**config.mk**
```make
export PLATFORM = sky130hd
export DESIGN_NAME = confirmation_percentile_tracker
export DESIGN_NICKNAME = d
export VERILOG_FILES = /design/src/hw/rtl/cpt_pkg.sv /design/src/hw/rtl/cpt_ram.sv /design/src/hw/rtl/cpt_offset.sv /design/src/hw/rtl/cpt_rank.sv /design/src/hw/rtl/confirmation_percentile_tracker.sv
export SDC_FILE = /design/constraint.sdc
export NUM_CORES = 2
export LEC_CHECK = 0
export BUFFER_PORTS_ARGS = -buffer_cell sky130_fd_sc_hd__buf_2
export CORE_ASPECT_RATIO = 2
export CORE_MARGIN = 3
export CORE_UTILIZATION = 48
export DETAILED_ROUTE_END_ITERATION = 6
export PLACE_DENSITY = 0.72
export SYNTH_ARGS = -nofsm -noshare
export SYNTH_HDL_FRONTEND = slang
export SYNTH_SLANG_ARGS = --single-unit
```
**constraint.sdc**
```tcl
create_clock -name clk -period 7.1 [get_ports clk]
set_input_delay 0.355 -clock clk [delete_from_list [all_inputs] [get_ports clk]]
set_output_delay 0.355 -clock clk [all_outputs]
set_load 0.005 [all_outputs]
```
**src/hw/rtl/cpt_pkg.sv**
```systemverilog
`default_nettype none
// ============================================================================
// cpt_pkg
// Shared types and constants of the confirmation percentile tracker.
// ============================================================================
package cpt_pkg;

	localparam int CPT_MAX_SIGNERS = 32;

	localparam int SLOT_W = 5;
	localparam int BLK_W = 32;
	localparam int CNT_W = 6;
	localparam int THR_W = 14;
	localparam int PROD_W = 20;
	localparam int CFG_IDX_W = 2;
	localparam int CFG_DATA_W = 14;

	localparam logic [THR_W-1:0] FULL_SHARE = 14'd10000;
	localparam logic [CNT_W-1:0] ACTIVE_COUNT_RST = 6'd1;
	localparam logic [THR_W-1:0] THRESHOLD_RST = 14'd7000;

	localparam logic [CFG_IDX_W-1:0] CFG_ACTIVE_COUNT = 2'd0;
	localparam logic [CFG_IDX_W-1:0] CFG_THRESHOLD = 2'd1;

	typedef enum logic [2:0] {
		ST_CLEAR,
		ST_IDLE,
		ST_OFFSET,
		ST_SWEEP,
		ST_DRAIN,
		ST_CHECK
	} cpt_state_t;

	typedef struct packed {
		logic [SLOT_W-1:0] signer_slot;
		logic [BLK_W-1:0] block_number;
	} cpt_in_t;

	typedef struct packed {
		logic [BLK_W-1:0] finality_mark;
		logic advanced;
	} cpt_out_t;

	typedef struct packed {
		logic clr;
		logic acc;
	} rank_ctl_t;

	typedef struct packed {
		logic [CNT_W-1:0] below;
		logic [CNT_W-1:0] upto;
	} rank_cnt_t;

endpackage
`default_nettype wire

```
**src/hw/rtl/cpt_ram.sv**
```systemverilog
`default_nettype none
// ============================================================================
// cpt_ram
// Generic RAM with one write port and two registered read ports.
// ============================================================================
module cpt_ram #(
	parameter int WIDTH = 32,
	parameter int DEPTH = 32,
	parameter int ADDR_W = (DEPTH > 1) ? $clog2(DEPTH) : 1
) (
	input wire logic clk,
	input wire logic we,
	input wire logic [ADDR_W-1:0] waddr,
	input wire logic [WIDTH-1:0] wdata,
	input wire logic [ADDR_W-1:0] raddr_a,
	output logic [WIDTH-1:0] rdata_a,
	input wire logic [ADDR_W-1:0] raddr_b,
	output logic [WIDTH-1:0] rdata_b
);

	logic [WIDTH-1:0] mem_q [DEPTH];

	always_ff @(posedge clk) begin
		if (we) begin
			mem_q[waddr] <= wdata;
		end
		rdata_a <= mem_q[raddr_a];
		rdata_b <= mem_q[raddr_b];
	end

endmodule
`default_nettype wire

```
**src/hw/rtl/cpt_offset.sv**
```systemverilog
`default_nettype none
// ============================================================================
// cpt_offset
// Selection rank from threshold and signer count, divided by repeated subtraction.
// ============================================================================
module cpt_offset
	import cpt_pkg::*;
(
	input wire logic clk,
	input wire logic arst_n,
	input wire logic start,
	input wire logic [CNT_W-1:0] count,
	input wire logic [THR_W-1:0] threshold,
	output logic done,
	output logic [CNT_W-1:0] offset
);

	logic [THR_W-1:0] thr_eff;
	logic [THR_W-1:0] diff;
	logic [PROD_W-1:0] prod;
	logic [PROD_W-1:0] acc_q;
	logic [CNT_W-1:0] q_q;
	logic [CNT_W-1:0] n_q;
	logic busy_q;
	logic more;

	always_comb begin
		if (threshold == '0) begin
			thr_eff = THR_W'(1);
		end else if (threshold > FULL_SHARE) begin
			thr_eff = FULL_SHARE;
		end else begin
			thr_eff = threshold;
		end
		diff = FULL_SHARE - thr_eff;
		prod = PROD_W'(diff) * PROD_W'(count);
		more = acc_q >= PROD_W'(FULL_SHARE);
	end

	assign done = busy_q && !more;
	assign offset = (q_q >= n_q) ? n_q - CNT_W'(1) : q_q;

	always_ff @(posedge clk or negedge arst_n) begin
		if (!arst_n) begin
			busy_q <= 1'b0;
			acc_q <= '0;
			q_q <= '0;
			n_q <= CNT_W'(1);
		end else if (start) begin
			busy_q <= 1'b1;
			acc_q <= prod;
			q_q <= '0;
			n_q <= count;
		end else if (busy_q) begin
			if (more) begin
				acc_q <= acc_q - PROD_W'(FULL_SHARE);
				q_q <= q_q + CNT_W'(1);
			end else begin
				busy_q <= 1'b0;
			end
		end
	end

endmodule
`default_nettype wire

```
**src/hw/rtl/cpt_rank.sv**
```systemverilog
`default_nettype none
// ============================================================================
// cpt_rank
// Counts table entries below and up to the candidate value during a sweep.
// ============================================================================
module cpt_rank
	import cpt_pkg::*;
(
	input wire logic clk,
	input wire logic arst_n,
	input wire rank_ctl_t ctl,
	input wire logic [BLK_W-1:0] cand,
	input wire logic [BLK_W-1:0] other,
	output rank_cnt_t cnt
);

	rank_cnt_t cnt_q;

	assign cnt = cnt_q;

	always_ff @(posedge clk or negedge arst_n) begin
		if (!arst_n) begin
			cnt_q <= '0;
		end else if (ctl.clr) begin
			cnt_q <= '0;
		end else if (ctl.acc) begin
			cnt_q.below <= cnt_q.below + CNT_W'(other < cand);
			cnt_q.upto <= cnt_q.upto + CNT_W'(other <= cand);
		end
	end

endmodule
`default_nettype wire

```
**src/hw/rtl/confirmation_percentile_tracker.sv**
```systemverilog
`default_nettype none
// ============================================================================
// confirmation_percentile_tracker
// Stores each signer's confirmed block and raises the finality mark to the
// selected order statistic of the active signers.
// ============================================================================
//  Port group      Dir   Handshake              Contents
//  in_*            in    in_valid / in_ready    cpt_in_t: signer_slot, block_number
//  out_*           out   out_valid / out_ready  cpt_out_t: finality_mark, advanced
//  cfg_*           in    cfg_we                 cfg_index, cfg_data
//
//  An item is accepted, its rank offset q is found by repeated subtraction, and then
//  candidates (at most n, the active count) are tried in turn, each with a rank
//  sweep over the table's two read ports followed by a drain and a check step.
//  After reset a clearing pass writes zero to all MAX_SIGNERS entries, one per cycle.
//  A result waits in the output register while the next transfer is taken.
// ============================================================================
module confirmation_percentile_tracker
	import cpt_pkg::*;
#(
	parameter int MAX_SIGNERS = CPT_MAX_SIGNERS
) (
	input wire logic clk,
	input wire logic arst_n,
	input wire logic in_valid,
	output logic in_ready,
	input wire cpt_in_t in_data,
	output logic out_valid,
	input wire logic out_ready,
	output cpt_out_t out_data,
	input wire logic cfg_we,
	input wire logic [CFG_IDX_W-1:0] cfg_index,
	input wire logic [CFG_DATA_W-1:0] cfg_data
);

	localparam int ADDR_W = (MAX_SIGNERS > 1) ? $clog2(MAX_SIGNERS) : 1;
	localparam logic [ADDR_W-1:0] CLR_LAST = ADDR_W'(MAX_SIGNERS - 1);

	cpt_state_t state_q, state_d;
	logic [CNT_W-1:0] ac_q;
	logic [THR_W-1:0] thr_q;
	logic [CNT_W-1:0] i_q, j_q, n_q, k_q;
	logic [ADDR_W-1:0] clr_q;
	logic rd_vld_s1;
	logic [BLK_W-1:0] final_q;
	logic out_valid_q;
	cpt_out_t out_q;

	logic [CNT_W-1:0] n_eff;
	logic slot_ok;
	logic accept;
	logic ram_we;
	logic [ADDR_W-1:0] ram_waddr;
	logic [BLK_W-1:0] ram_wdata;
	logic [BLK_W-1:0] rd_a, rd_b;
	logic ofs_start, ofs_done;
	logic [CNT_W-1:0] ofs_offset;
	rank_ctl_t rank_ctl;
	rank_cnt_t rank_cnt;
	logic hit, last_i, out_free, finish;
	logic [BLK_W-1:0] cand;

	cpt_ram #(
		.WIDTH(BLK_W),
		.DEPTH(MAX_SIGNERS),
		.ADDR_W(ADDR_W)
	) u_table (
		.clk(clk),
		.we(ram_we),
		.waddr(ram_waddr),
		.wdata(ram_wdata),
		.raddr_a(ADDR_W'(i_q)),
		.rdata_a(rd_a),
		.raddr_b(ADDR_W'(j_q)),
		.rdata_b(rd_b)
	);

	cpt_offset u_offset (
		.clk(clk),
		.arst_n(arst_n),
		.start(ofs_start),
		.count(n_eff),
		.threshold(thr_q),
		.done(ofs_done),
		.offset(ofs_offset)
	);

	cpt_rank u_rank (
		.clk(clk),
		.arst_n(arst_n),
		.ctl(rank_ctl),
		.cand(rd_a),
		.other(rd_b),
		.cnt(rank_cnt)
	);

	always_comb begin
		if (ac_q == '0) begin
			n_eff = CNT_W'(1);
		end else if (32'(ac_q) > 32'(MAX_SIGNERS)) begin
			n_eff = CNT_W'(MAX_SIGNERS);
		end else begin
			n_eff = ac_q;
		end
		slot_ok = 32'(in_data.signer_slot) < 32'(MAX_SIGNERS);
		hit = (rank_cnt.below <= k_q) && (k_q < rank_cnt.upto);
		last_i = i_q == n_q - CNT_W'(1);
		out_free = !out_valid_q || out_ready;
		cand = hit ? rd_a : '0;
	end

	always_comb begin
		state_d = state_q;
		case (state_q)
			ST_CLEAR: begin
				if (clr_q == CLR_LAST) begin
					state_d = ST_IDLE;
				end
			end
			ST_IDLE: begin
				if (in_valid) begin
					state_d = ST_OFFSET;
				end
			end
			ST_OFFSET: begin
				if (ofs_done) begin
					state_d = ST_SWEEP;
				end
			end
			ST_SWEEP: begin
				if (j_q == n_q - CNT_W'(1)) begin
					state_d = ST_DRAIN;
				end
			end
			ST_DRAIN: begin
				state_d = ST_CHECK;
			end
			ST_CHECK: begin
				if (hit || last_i) begin
					if (out_free) begin
						state_d = ST_IDLE;
					end
				end else begin
					state_d = ST_SWEEP;
				end
			end
			default: begin
				state_d = ST_CLEAR;
			end
		endcase
	end

	always_comb begin
		in_ready = 1'b0;
		ram_we = 1'b0;
		ram_waddr = ADDR_W'(in_data.signer_slot);
		ram_wdata = in_data.block_number;
		ofs_start = 1'b0;
		rank_ctl.clr = 1'b1;
		rank_ctl.acc = 1'b0;
		finish = 1'b0;
		case (state_q)
			ST_CLEAR: begin
				ram_we = 1'b1;
				ram_waddr = clr_q;
				ram_wdata = '0;
			end
			ST_IDLE: begin
				in_ready = 1'b1;
				ram_we = in_valid && slot_ok;
				ofs_start = in_valid;
			end
			ST_SWEEP, ST_DRAIN: begin
				rank_ctl.clr = 1'b0;
				rank_ctl.acc = rd_vld_s1;
			end
			ST_CHECK: begin
				rank_ctl.clr = !(hit || last_i);
				finish = (hit || last_i) && out_free;
			end
			default: begin
				in_ready = 1'b0;
			end
		endcase
	end

	assign accept = in_valid && in_ready;

	always_ff @(posedge clk or negedge arst_n) begin
		if (!arst_n) begin
			state_q <= ST_CLEAR;
			ac_q <= ACTIVE_COUNT_RST;
			thr_q <= THRESHOLD_RST;
			i_q <= '0;
			j_q <= '0;
			n_q <= CNT_W'(1);
			k_q <= '0;
			clr_q <= '0;
			rd_vld_s1 <= 1'b0;
			final_q <= '0;
			out_valid_q <= 1'b0;
		end else begin
			state_q <= state_d;
			rd_vld_s1 <= state_q == ST_SWEEP;
			if (cfg_we) begin
				case (cfg_index)
					CFG_ACTIVE_COUNT: ac_q <= cfg_data[CNT_W-1:0];
					CFG_THRESHOLD: thr_q <= cfg_data[THR_W-1:0];
					default: ;
				endcase
			end
			if (state_q == ST_CLEAR) begin
				clr_q <= clr_q + ADDR_W'(1);
			end
			if (accept) begin
				n_q <= n_eff;
				i_q <= '0;
				j_q <= '0;
			end
			if (state_q == ST_OFFSET && ofs_done) begin
				k_q <= ofs_offset;
			end
			if (state_q == ST_SWEEP) begin
				j_q <= (j_q == n_q - CNT_W'(1)) ? '0 : j_q + CNT_W'(1);
			end
			if (state_q == ST_CHECK && !(hit || last_i)) begin
				i_q <= i_q + CNT_W'(1);
			end
			if (finish) begin
				out_valid_q <= 1'b1;
				if (cand > final_q) begin
					final_q <= cand;
				end
			end else if (out_ready) begin
				out_valid_q <= 1'b0;
			end
		end
	end

	always_ff @(posedge clk) begin
		if (finish) begin
			out_q.finality_mark <= (cand > final_q) ? cand : final_q;
			out_q.advanced <= cand > final_q;
		end
	end

	assign out_valid = out_valid_q;
	assign out_data = out_q;

	a_mark_monotone: assert property (@(posedge clk) disable iff (!arst_n)
		1'b1 |=> final_q >= $past(final_q))
		else $error("Finality mark moved back.");

	a_rank_order: assert property (@(posedge clk) disable iff (!arst_n)
		1'b1 |-> rank_cnt.upto >= rank_cnt.below)
		else $error("Rank counts out of order.");

	a_offset_range: assert property (@(posedge clk) disable iff (!arst_n)
		state_q == ST_SWEEP |-> k_q < n_q)
		else $error("Selection rank not below signer count.");

	a_result_source: assert property (@(posedge clk) disable iff (!arst_n)
		$rose(out_valid_q) |-> $past(state_q) == ST_CHECK)
		else $error("Result raised outside the check step.");

endmodule
`default_nettype wire
```
==> reports/qor.json <==
{
  "grt_usage": {"value": 25.8, "unit": "%"},
  "setup.worst_path.start": {"value": "thr_q[8]$_DFFE_PN1P_"},
  "ports": {"value": 93},
  "post-cts-setup-buffer-count": {"value": 0},
  "clock_sinks": {"value": 1246},
  "final_net_count": {"value": 3660},
  "horizontal_die_dimension": {"value": 257, "unit": "um"},
  "grt_pass1_wl": {"value": 243, "unit": "mm"},
  "synth-warning-count": {"value": 0},
  "tritoncts_clock_tree": {"value": "built"},
  "cell_area_placed": {"value": 0.0633, "unit": "mm^2"},
  "fin_total_pwr": {"value": 0.0283, "unit": "W"},
  "ir_worst_vdd": {"value": 0.957, "unit": "mV"},
  "synth_nets": {"value": 3575},
  "mostFrequentLayoutCell": {"value": "sky130_fd_sc_hd__edfxtp_1"},
  "cp.arrival": {"value": 7260, "unit": "ps"},
  "rrSetupSlack": {"value": 490, "unit": "ps"},
  "number_of_buffers_created_by_cts": {"value": 104},
  "hold_violations": {"value": 0},
  "timing.final.setup_violations": {"value": 0},
  "postLayoutCellArea": {"value": 0.0670, "unit": "mm^2"},
  "first_pass_iters": {"value": 5},
  "syn_std_cell_area": {"value": 0.0606, "unit": "mm^2"},
  "most-common-layout-cells": {"value": "sky130_fd_sc_hd__edfxtp_1 (1,057), sky130_fd_sc_hd__mux4_2 (640), sky130_fd_sc_hd__inv_1 (164)"},
  "critical_path.reg2reg.startpoint": {"value": "thr_q[8]$_DFFE_PN1P_"},
  "maxClockFrequency": {"value": 0.151, "unit": "GHz"},
  "first_global_vias": {"value": 35800},
  "layout-drive-gt1-share": {"value": 34.1, "unit": "%"},
  "detailedRoute.firstIterationViolations": {"value": 3510},
  "synth_seq_cells": {"value": 1246},
  "fp.coreArea": {"value": 0.125, "unit": "mm^2"},
  "synthToLayoutAreaGrowth": {"value": 10.5, "unit": "%"},
  "cellLeakagePower": {"value": 22.1, "unit": "nW"},
  "worst_r2r_path_depth": {"value": 23},
  "filler_cell_count": {"value": 9576},
  "cts-root-to-sink-buffers": {"value": 3},
  "crit_path_end": {"value": "u_offset.acc_q[19]$_DFFE_PN0P_"},
  "grt_start_max_net_pins": {"value": 111},
  "crit_path_end_kind": {"value": "register"},
  "yosysSeqAreaShare": {"value": 59.6, "unit": "%"},
  "crit_type": {"value": "register to register"},
  "floorplan.die_area": {"value": 0.131, "unit": "mm^2"},
  "worst_slew_pin_slew": {"value": 1230, "unit": "ps"},
  "avg_synthesized_cell_area": {"value": 18.1, "unit": "um^2"},
  "drv.max_cap_violation_count": {"value": 0},
  "route.detailed.drc": {"value": 0},
  "rsz_0062_raised_after_global_routing": {"value": "no"},
  "slew-limit-headroom": {"value": 17.5, "unit": "%"},
  "antenna_found_initial": {"value": 7},
  "place.detailed.hpwl": {"value": 100, "unit": "mm"},
  "period_minus_slack": {"value": 6610, "unit": "ps"},
  "floorplan.initialDensity": {"value": 48.6, "unit": "%"},
  "powerDensity": {"value": 422, "unit": "mW/mm^2"},
  "finalSetupTns": {"value": 0, "unit": "ps"},
  "crit_fanout": {"value": 9},
  "gp_congestion": {"value": 0.885},
  "path_clk_slew": {"value": 80, "unit": "ps"},
  "routed_via_count_divided_by_cell_count": {"value": 6.51},
  "min_period_over_period": {"value": 93.1, "unit": "%"},
  "worst_ep_required_time": {"value": 7750, "unit": "ps"},
  "critPathLaunchType": {"value": "register"},
  "synth_cell_types": {"value": 71},
  "place.port_buffers": {"value": 92},
  "h-tree-depth": {"value": 3},
  "drv_slew": {"value": 0},
  "synthesis.instances": {"value": 3346},
  "clock_skew": {"value": 36.2, "unit": "ps"},
  "cts_root_buf": {"value": "sky130_fd_sc_hd__clkbuf_16"},
  "reg2reg_to": {"value": "u_offset.acc_q[19]$_DFFE_PN0P_"},
  "finalWirelength": {"value": 167, "unit": "mm"},
  "synth-edff-count": {"value": 1057},
  "floorplan.die.height": {"value": 509, "unit": "um"},
  "num_vias": {"value": 33800},
  "grt_overflow": {"value": 0},
  "final_antenna_net_count": {"value": 0},
  "async_flop_share": {"value": 10.0, "unit": "%"},
  "wire_per_inst": {"value": 32.1, "unit": "um"},
  "holdCritPathClass": {"value": "input pin to register"},
  "placement_rows": {"value": 183},
  "status": {"value": "finished clean"},
  "synth_ff_type": {"value": "sky130_fd_sc_hd__edfxtp_1"},
  "clk-insertion-delay-late": {"value": 730, "unit": "ps"}
}
cell families (layout without fill, tap and decap cells):
group | after synthesis | count (layout) | share of synthesized area (%)
flops | 1246 | 1246 | 59.6
xor+xnor | 62 | 62 | 0.941
buf+inv | 364 | 541 | 2.37
other cells | 0 | 4 | 0
compound gates | 209 | 209 | 2.21
mux | 802 | 802 | 26.7
simple gates | 492 | 492 | 3.97
fa+ha+maj | 171 | 171 | 4.13
cell usage after synthesis, types with 47 or more instances:
cell type,count,share of area [%]
sky130_fd_sc_hd__nand2_1,123,0.76
sky130_fd_sc_hd__mux2_2,149,2.8
sky130_fd_sc_hd__o21ai_0,65,0.54
sky130_fd_sc_hd__clkbuf_1,123,0.76
sky130_fd_sc_hd__edfxtp_1,1057,52
sky130_fd_sc_hd__and2_1,74,0.76
sky130_fd_sc_hd__inv_1,164,1.0
sky130_fd_sc_hd__fa_1,49,1.6
sky130_fd_sc_hd__buf_2,47,0.39
sky130_fd_sc_hd__dfxtp_1,64,2.1
sky130_fd_sc_hd__nor2_1,155,0.96
sky130_fd_sc_hd__ha_1,122,2.5
sky130_fd_sc_hd__dfrtp_1,116,4.8
sky130_fd_sc_hd__mux4_2,640,24
how the worst min path moves through the flow:
stage / cells after the start / end / startpoint / slack [ps]
3_3_place_gp: 1 / u_offset.acc_q[4]$_DFFE_PN0P_ / arst_n / 410
5_1_grt: 3 / ac_q[5]$_DFFE_PN0P_ / cfg_index[1] / 120
2_1_floorplan: 0 / ac_q[1]$_DFFE_PN0P_ / arst_n / 60
3_5_place_dp: 1 / u_offset.acc_q[6]$_DFFE_PN0P_ / arst_n / 410
4_1_cts: 4 / ac_q[5]$_DFFE_PN0P_ / cfg_index[1] / 40
6_report: 4 / ac_q[5]$_DFFE_PN0P_ / cfg_index[1] / 90
cell type report:
cell class	instances	area (um^2)	share of cell area [%]
flip-flops and latches	1246	36200	54.0
multi-input cells	1736	23300	34.8
clock buffers	119	2750	4.11
well taps	1665	2080	3.11
repair buffers	179	1230	1.84
clock inverters	79	812	1.21
inverters	164	616	0.919
diodes	4	10.0	0.0149
worst max-delay path, cell delays in order (launching register included):
cell,delay [ps]
sky130_fd_sc_hd__dfstp_2,610
sky130_fd_sc_hd__nand3_1,180
sky130_fd_sc_hd__a21oi_1,200
sky130_fd_sc_hd__o21ai_1,110
sky130_fd_sc_hd__a21oi_2,420
sky130_fd_sc_hd__ha_1,400
sky130_fd_sc_hd__o21a_1,170
sky130_fd_sc_hd__o32a_1,140
sky130_fd_sc_hd__o41ai_1,90
sky130_fd_sc_hd__o21ai_0,670
sky130_fd_sc_hd__nor2_1,170
sky130_fd_sc_hd__fa_1,540
sky130_fd_sc_hd__fa_1,560
sky130_fd_sc_hd__inv_1,50
sky130_fd_sc_hd__fa_1,470
sky130_fd_sc_hd__inv_1,40
sky130_fd_sc_hd__ha_1,330
sky130_fd_sc_hd__a21o_1,180
sky130_fd_sc_hd__a21o_1,170
sky130_fd_sc_hd__a21oi_1,120
sky130_fd_sc_hd__o21ai_0,170
sky130_fd_sc_hd__a41oi_1,340
sky130_fd_sc_hd__mux2i_1,240
sky130_fd_sc_hd__o211a_1,160
per-layer routing:
layer	global-route usage (%)	up-vias	routed length (um)
met5	0	-	46
met4	13.3	8	9790
met3	3.88	457	11800
met2	47.9	1648	91700
met1	28.6	18000	53400
li1	-	13700	-
through the flow:
step / util (%) / instances / worst slack [ps] / hold WS [ps]
6_report: 53.7 / 5192 / 490 / 94.7
3_3_place_gp: 50.7 / 4974 / 500 / 408
5_1_grt: 53.7 / 5190 / 108 / 119
2_1_floorplan: - / 3346 / 1130 / 59.4
4_1_cts: 53.7 / 5188 / 305 / 37.8
3_5_place_dp: 50.7 / 4974 / 329 / 414
where the power goes:
| group | total [W] | switching [W] | internal [W] | leakage [nW] |
|---|---|---|---|---|
| sequential | 0.0102 | 0.000802 | 0.00944 | 11.7 |
| clock | 0.00604 | 0.00275 | 0.00328 | 1.72 |
| combinational | 0.0120 | 0.00650 | 0.00553 | 8.65 |
sequential cells by signal, indices dropped and copies added, names as in the netlist, 3 cells and up:
signal           cells
u_table.rdata_a     32
clr_q                5
i_q                  6
state_q              3
u_rank.cnt          12
out_data            33
u_offset.acc_q      20
k_q                  6
u_table.rdata_b     32
thr_q               14
ac_q                 6
j_q                  6
u_offset.n_q         6
u_table.mem_q     1024
u_offset.q_q         6
final_q             32
what timing repair did:
action	CTS	global route
setup endpoints to repair	0	2
endpoints found under the hold margin	88	0
resized for setup	0	2
hold buffers	16	0
Note: power is estimated with default switching activity, not from simulation.
